===== config.mk =====
export PLATFORM = sky130hd
export DESIGN_NAME = pcv_front
export DESIGN_NICKNAME = d
export VERILOG_FILES = /design/src/pcv_pkg.sv /design/src/pcv_front.sv
export VERILOG_INCLUDE_DIRS = /design/src /design/src/src
export SDC_FILE = /design/constraint.sdc
export NUM_CORES = 1
export LEC_CHECK = 0
export ABC_AREA = 1
export BUFFER_PORTS_ARGS = -buffer_cell sky130_fd_sc_hd__buf_2
export CORE_AREA = 2 2 74 129
export CTS_CLUSTER_DIAMETER = 120
export CTS_CLUSTER_SIZE = 16
export DETAILED_ROUTE_END_ITERATION = 10
export DIE_AREA = 0 0 76 131
export GPL_ROUTABILITY_DRIVEN = 0
export GPL_TIMING_DRIVEN = 0
export PLACE_DENSITY = 0.73
export SLEW_MARGIN = 20
export SYNTH_ARGS = -nofsm -noshare
export SYNTH_HDL_FRONTEND = slang
export SYNTH_SLANG_ARGS = --single-unit

===== constraint.sdc =====
create_clock -name clock -period 2.1 [get_ports clock]
set_input_delay 0.42 -clock clock [delete_from_list [all_inputs] [get_ports clock]]
set_output_delay 0.42 -clock clock [all_outputs]
set_load 0.02 [all_outputs]

===== src/assert_macros.svh =====
// Assertion helpers shared by the voter RTL.
`ifndef ASSERT_MACROS_SVH
`define ASSERT_MACROS_SVH

// Property must hold on every clock edge outside reset.
`define PCV_ASSERT(label, clk, rst, prop, msg) \
   label: assert property (@(posedge clk) disable iff (rst) (prop)) else $error(msg);

// Expression must never be true outside reset.
`define PCV_NEVER(label, clk, rst, expr, msg) \
   label: assert property (@(posedge clk) disable iff (rst) !(expr)) else $error(msg);

`endif


===== src/pcv_pkg.sv =====
package pcv_pkg;

   // Fixed field widths of the transaction payloads.
   localparam int POS_W   = 12;
   localparam int OFF_W   = 8;
   localparam int CODE_W  = 3;
   localparam int COV_W   = 8;

   localparam logic       FUNC_LOAD   = 1'b0;
   localparam logic       FUNC_EMIT   = 1'b1;
   localparam logic [2:0] CODE_MASKED = 3'd6;
   localparam logic [2:0] VOTE_GAP    = 3'd4;
   localparam int         NUM_VOTES   = 5;

   localparam int QUEUE_DEPTH = 4;
   localparam int QUEUE_PTR_W = 2;

   typedef enum logic [1:0] {
      CMD_LOAD,
      CMD_EMIT,
      CMD_EMIT_NONE
   } cmd_kind_type;

   typedef struct packed {
      cmd_kind_type        kind;
      logic [POS_W-1:0]    pos;
      logic [OFF_W-1:0]    offset;
      logic [CODE_W-1:0]   lane;
      logic                cov_inc;
      logic                vote_inc;
   } cmd_type;

   typedef struct packed {
      logic pop;
      logic clearing;
   } back_ctl_type;

   typedef enum logic [2:0] {
      ST_CLEAR,
      ST_IDLE,
      ST_LOAD_WR,
      ST_EMIT_EVAL,
      ST_EMIT_FLUSH
   } back_state_type;

endpackage


===== src/pcv_front.sv =====
`include "assert_macros.svh"

module pcv_front #(
   parameter int POSITIONS    = 4096,
   parameter int OFFSET_SLOTS = 8
) (
   input  logic                          clock,
   input  logic                          reset,
   input  logic                          req_valid,
   output logic                          req_ready,
   input  logic                          req_func,
   input  logic [pcv_pkg::POS_W-1:0]     req_position,
   input  logic [pcv_pkg::OFF_W-1:0]     req_insert_offset,
   input  logic [pcv_pkg::CODE_W-1:0]    req_base_code,
   output logic                          q_valid,
   output pcv_pkg::cmd_type              q_cmd,
   input  pcv_pkg::back_ctl_type         back_ctl
);

   pcv_pkg::cmd_type                  queue_ff [pcv_pkg::QUEUE_DEPTH];
   logic [pcv_pkg::QUEUE_PTR_W-1:0]   wr_ptr_ff, wr_ptr_in;
   logic [pcv_pkg::QUEUE_PTR_W-1:0]   rd_ptr_ff, rd_ptr_in;
   logic [pcv_pkg::QUEUE_PTR_W:0]     count_ff, count_in;

   logic              accept;
   logic              keep;
   logic              in_range;
   logic              slot_ok;
   pcv_pkg::cmd_type  cls;

   // classify
   always_comb begin
      in_range     = 32'(req_position) < 32'(POSITIONS);
      slot_ok      = 32'(req_insert_offset) < 32'(OFFSET_SLOTS);
      cls.pos      = req_position;
      cls.offset   = req_insert_offset;
      cls.lane     = req_base_code;
      cls.cov_inc  = (req_insert_offset == '0) && (req_base_code != pcv_pkg::CODE_MASKED);
      cls.vote_inc = 32'(req_base_code) < 32'(pcv_pkg::NUM_VOTES);
      if (req_func == pcv_pkg::FUNC_EMIT) begin
         cls.kind = in_range ? pcv_pkg::CMD_EMIT : pcv_pkg::CMD_EMIT_NONE;
         keep     = 1'b1;
      end else begin
         cls.kind = pcv_pkg::CMD_LOAD;
         keep     = in_range && slot_ok && (cls.cov_inc || cls.vote_inc);
      end
   end

   assign req_ready = (count_ff != (pcv_pkg::QUEUE_PTR_W+1)'(pcv_pkg::QUEUE_DEPTH))
                      && !back_ctl.clearing;
   assign accept    = req_valid && req_ready;

   always_comb begin
      wr_ptr_in = wr_ptr_ff;
      rd_ptr_in = rd_ptr_ff;
      count_in  = count_ff;
      if (accept && keep) begin
         wr_ptr_in = wr_ptr_ff + 1'b1;
      end
      if (back_ctl.pop) begin
         rd_ptr_in = rd_ptr_ff + 1'b1;
      end
      count_in = count_ff + (pcv_pkg::QUEUE_PTR_W+1)'(accept && keep)
                 - (pcv_pkg::QUEUE_PTR_W+1)'(back_ctl.pop);
   end

   always_ff @(posedge clock) begin
      if (reset) begin
         wr_ptr_ff <= '0;
         rd_ptr_ff <= '0;
         count_ff  <= '0;
      end else begin
         wr_ptr_ff <= wr_ptr_in;
         rd_ptr_ff <= rd_ptr_in;
         count_ff  <= count_in;
      end
   end

   always_ff @(posedge clock) begin
      if (accept && keep) begin
         queue_ff[wr_ptr_ff] <= cls;
      end
   end

   assign q_valid = count_ff != '0;
   assign q_cmd   = queue_ff[rd_ptr_ff];

   `PCV_ASSERT(a_queue_bound, clock, reset,
      count_ff <= (pcv_pkg::QUEUE_PTR_W+1)'(pcv_pkg::QUEUE_DEPTH), "queue overfilled")

endmodule


**Yosys cells after proc, flatten, opt, wreduce, memory -nomap -nowiden**

Memories as Yosys holds them, arrays and structs flattened. A register that Yosys moved wholly into a read port is not among the register bits.
Index checks and enable logic that the tools add are counted.

- Add/subtract/negate cells: 4
- Order comparisons: 2
- Equal/unequal tests: 2
- Muxes and demuxes: 6
- Reductions and logical operators: 9

Operators with widths:

| kind | count |
|---|---|
| $logic_not A8 Y1 | 1 |
| $lt A8 B4 Y1 const B | 1 |
| $ne A3 B3 Y1 const B | 2 |
| $logic_and A1 B1 Y1 | 5 |
| $add A2 B1 Y2 const B | 2 |
| $mux W1 | 4 |
| $mux W2 | 2 |
| $add A3 B1 Y3 | 1 |
| $lt A3 B3 Y1 const B | 1 |
| $reduce_bool A3 Y1 | 1 |
| $sub A3 B1 Y3 | 1 |
| $logic_not A1 Y1 | 1 |
| $logic_or A1 B1 Y1 | 1 |

- Register bits after elaboration: 7
- Bits in writable memories: 104
- Input bits: 29
- Word-level logic and storage cells: 27
- Memories kept: 1

Memories:

| memory | depth | bits a word | rd ports | clocked after memory_dff | wr ports | RTL line | RTL |
|---|---|---|---|---|---|---|---|
| queue_ff | 4 | 26 | 1 | 1 | 1 | pcv_front.sv:20 | `pcv_pkg::cmd_type queue_ff [pcv_pkg::QUEUE_DEPTH];` |

**Logic depth before layout (Yosys ltp)**

- Word-level depth: 8
- Depth in mapped cells: 14
- Gate-level depth less buffers: 14

**Worst setup path after synthesis**

OpenSTA, ideal clock, no wires.

- Path kind: register -> register
- Start: reg count_ff[1] (netlist bit)
- End: reg count_ff[2] (netlist bit)
- Setup time: 70 ps
- Arrival time: 2146 ps
- Required time: 2030 ps
- Slack: -115 ps
- Cell stages (with the launch flop): 11
- Buffers on the path: 0
- Clock period less this slack: 2215 ps
- Path through: dfxtp_1 > nor2_1 > a21oi_2 > and2_4 > nand2_4 > ha_1 > inv_1 > ha_1 > fa_1 > or2_1 > a21oi_1

- Word-level cells in the longest chain between the ends: 6

Ends and longest elaborated chain:

| what | RTL line | RTL |
|---|---|---|
| from (decl) | pcv_front.sv:23 | `logic [pcv_pkg::QUEUE_PTR_W:0] count_ff, count_in;` |
| from (signal assigned) | pcv_front.sv:75 | `count_ff <= count_in;` |
| $ne A3 B3 Y1 | pcv_front.sv:49 | `assign req_ready = (count_ff != (pcv_pkg::QUEUE_PTR_W+1)'(pcv_pkg::QUEUE_DEPTH))` |
| $logic_and A1 B1 Y1 | pcv_front.sv:50 | `&& !back_ctl.clearing;` |
| via req_ready | pcv_front.sv:10 | `output logic req_ready,` |
| $logic_and A1 B1 Y1 | pcv_front.sv:51 | `assign accept = req_valid && req_ready;` |
| $logic_and A1 B1 Y1 | pcv_front.sv:63 | `count_in = count_ff + (pcv_pkg::QUEUE_PTR_W+1)'(accept && keep)` |
| $add A3 B1 Y3 | pcv_front.sv:63 |  |
| $sub A3 B1 Y3 | pcv_front.sv:64 | `- (pcv_pkg::QUEUE_PTR_W+1)'(back_ctl.pop);` |

The timed path passes the listed nets, and every way through them passes these cells.
A chain may end at the register's enable or synchronous reset.

==> flow_metrics.py <==
metrics = {
    "timing": {
        "setup_tns_ns": 0,
        "fin_hold_ws_ns": 0.214,
        "maxSlewViolCount": 0,
        "setup_viol_count_final": 0,
        "fmax_mhz": 484,
        "grt_setup_unrepaired": "yes",
        "skew_ns": 0.0117,
        "fin_crit_ns": 2.07,
        "hold_viol_final": 0,
        "fin_crit_sh_pct": 98.4,
    },
    "drt": {
        "drt-initial-drc-count": 217,
        "drt_wl_total_um": 9690,
        "detail-route-antenna-nets": 0,
        "via_per_inst": 5.35,
        "wl_per_cell_um": 17.7,
        "routed-via-count": 2925,
        "drt-pass1-iter-count": 5,
        "drc": 0,
    },
    "grt": {
        "antenna_found_initial": 0,
        "grt_first_pass_wirelength_um": 14200,
        "grt_pass1_vias": 2890,
        "grt_overflow": 0,
        "grt_usage_pct": 19.7,
        "grt_max_degree": 22,
    },
    "critical_path": {
        "crit_arrival_ns": 1.65,
        "critical_path_class": "flip-flop to output pin",
        "start_kind": "flip-flop",
        "path_delay_family": "buffers and inverters",
        "worst-path-buf-inv": 4,
        "cpPeakStageDelay_ns": 0.30,
        "critPathMostFrequentCell": "buf_4",
        "worst-endpoint-required_ns": 1.68,
        "crit_slowest_cell": "dfxtp_1",
        "crit_chain": "buf_4 -> inv_4 -> buf_6 -> nor2_1 -> o22ai_2 -> buf_4",
        "cp_max_fo": 10,
        "end_kind": "output pin",
        "setup.reg_to_reg.worst_slack_ns": 0.09,
    },
    "logic_synthesis": {
        "yosysTopAreaCellShare_pct": 70.8,
        "syn-instance-count": 331,
        "synth.avg_cell_area_um2": 13.3,
        "synthTopCellsByArea": "edfxtp_1, o21ai_1, nor2_1",
        "yosysTopAreaCell": "edfxtp_1",
        "yosysWarningCount": 0,
        "syn_area_um2": 4410,
        "synth-seq-area-share_pct": 74.9,
        "syn_nets": 367,
        "netlist-cell-type-count": 26,
        "ys_ff_latch": 113,
    },
    "cells_and_area": {
        "area_growth_pct": 29.6,
        "final_common_cell": "edfxtp_1",
        "final_util_pct": 64.1,
        "register_area_um2": 3310,
        "multi_input_area_um2": 1040,
        "fill_cells": 617,
        "drive_above_1_share_pct": 32.1,
        "design_area_um2": 5720,
        "stdcell_count": 547,
        "final_cell_mix": "edfxtp_1, nor2_1, buf_2, o21ai_1, o22ai_1",
        "nets": 453,
        "num_antenna_cells": 0,
    },
    "power_and_ir_drop": {
        "cellPowerDensity_nw_per_um2": 1010,
        "ir_worst_vdd_mv": 0.751,
        "power.leakage_uw": 0.00212,
    },
    "clock_tree": {
        "cts_buffer_depth": 2,
        "clkLatencyLatePin_ns": 0.41,
        "htreeDepth": 4,
        "cts-root-buf": "clkbuf_16",
        "cts.sinks": 113,
        "clk_pin_slew_worst_paths_ns": 0.05,
        "tritoncts": "done",
        "cts_buffers": 17,
    },
    "worst_hold_path": {
        "hold_path_class": "input port to flip-flop",
    },
    "status": {
        "status": "complete, no violations",
    },
    "place": {
        "place_inst": 511,
        "hpwlAfterDp_um": 6180,
        "port_buffers": 56,
        "postPlaceCellArea_um2": 4970,
    },
    "floorplanning": {
        "pin_count": 58,
        "dieArea_um2": 9960,
        "die_w_um": 76,
        "initial_core_util_pct": 49.4,
        "row_count": 46,
        "core_area_um2": 8920,
        "die_h_um": 131,
    },
    "flow_run": {
        "drv_cap": 0,
    },
}
==> where the power goes <==
| part | leakage, µW | switching (µW) | internal (µW) |
|---|---|---|---|
| logic | 0.000832 | 406 | 245 |
| registers | 0.00102 | 29.1 | 2520 |
| clock network | 0.000264 | 864 | 1690 |
| total | 0.00212 | 1300 | 4460 |
==> per-stage QoR <==
| stage | power, µW | setup slack [ns] |
|---|---|---|
| CTS | 5740 | 0.00253 |
| floorplan | 2940 | -0.0693 |
| global route | 5970 | -0.0180 |
| finish | 5760 | 0.0342 |
| global placement | 3130 | -0.751 |
| detailed placement | 3170 | -0.472 |
==> cell type report <==
type / count / area share [%]
flip-flops and latches: 113 / 57.8
clock inverters: 10 / 1.68
well taps: 120 / 2.63
repair buffers: 67 / 8.27
plain buffers: 16 / 2.45
inverters: 20 / 1.38
multi-input cells: 182 / 18.2
clock buffers: 19 / 7.57
==> synthesized netlist by cell type <==
cell and number:
a21oi_1 4, a21oi_2 1, and2_0 1, and2_4 1, buf_2 15, buf_4 1
clkinv_2 1, conb_1 1, dfxtp_1 9, edfxtp_1 104, fa_1 1, ha_1 6
inv_1 16, inv_2 3, nand2_1 9, nand2_2 1, nand2_4 2, nand3_1 2
nor2_1 64, nor2_2 6, o21a_1 1, o21ai_0 6, o21ai_1 48, o22ai_1 26
or2_1 1, xor2_1 1
==> registers in the layout, summed over array words and instances, names as in the netlist, named ones only <==
signal / flops
queue_ff: 104
rd_ptr_ff: 2
wr_ptr_ff: 2
count_ff: 3
==> worst register-to-register path: stages (launching register included) <==
cell and delay (ns):
dfxtp_2 0.33, nor2_1 0.06, a21oi_2 0.14, and2_4 0.20, nand2_8 0.07, ha_4 0.26
inv_2 0.03, ha_2 0.16, fa_2 0.34, or2_1 0.21, a21oi_1 0.13
==> metal layers <==
metal	vias to the layer above	routed length (µm)	track usage [%]
met5	-	0	0
met4	0	367	13.4
met3	22	507	5.15
met2	120	5430	36.7
met1	1419	3390	19.1
li1	1364	-	-
==> cell families (layout without fill, tap and decap cells) <==
| family | after synthesis | after routing | synth area share [%] |
|---|---|---|---|
| buf+inv | 36 | 132 | 3.60 |
| other cells | 1 | 1 | 0.0850 |
| flops | 113 | 113 | 74.9 |
| compound gates | 86 | 86 | 10.6 |
| xor+xnor | 1 | 1 | 0.199 |
| fa+ha+maj | 7 | 7 | 2.16 |
| simple gates | 87 | 87 | 8.43 |
==> path summary, 6_finish.rpt <==
path | startpoint | to | cells past startpoint
worst min-delay path | req_insert_offset[7] | queue_ff[3][12] | 1
worst min register to register | rd_ptr_ff[1] | flip-flop | 1
worst max register to register | count_ff[0] | count_ff[2] | 10
worst max-delay path | flip-flop | q_cmd[3] | 6
==> what timing repair did <==
action | 4_1_cts | 5_1_grt
pin swaps | 6 | 11
setup endpoints to repair | 27 | 8
hold buffers | 0 | 0
setup buffers | 3 | 4
resized for setup | 30 | 23
No activity file was read; power rests on OpenSTA's default activity.
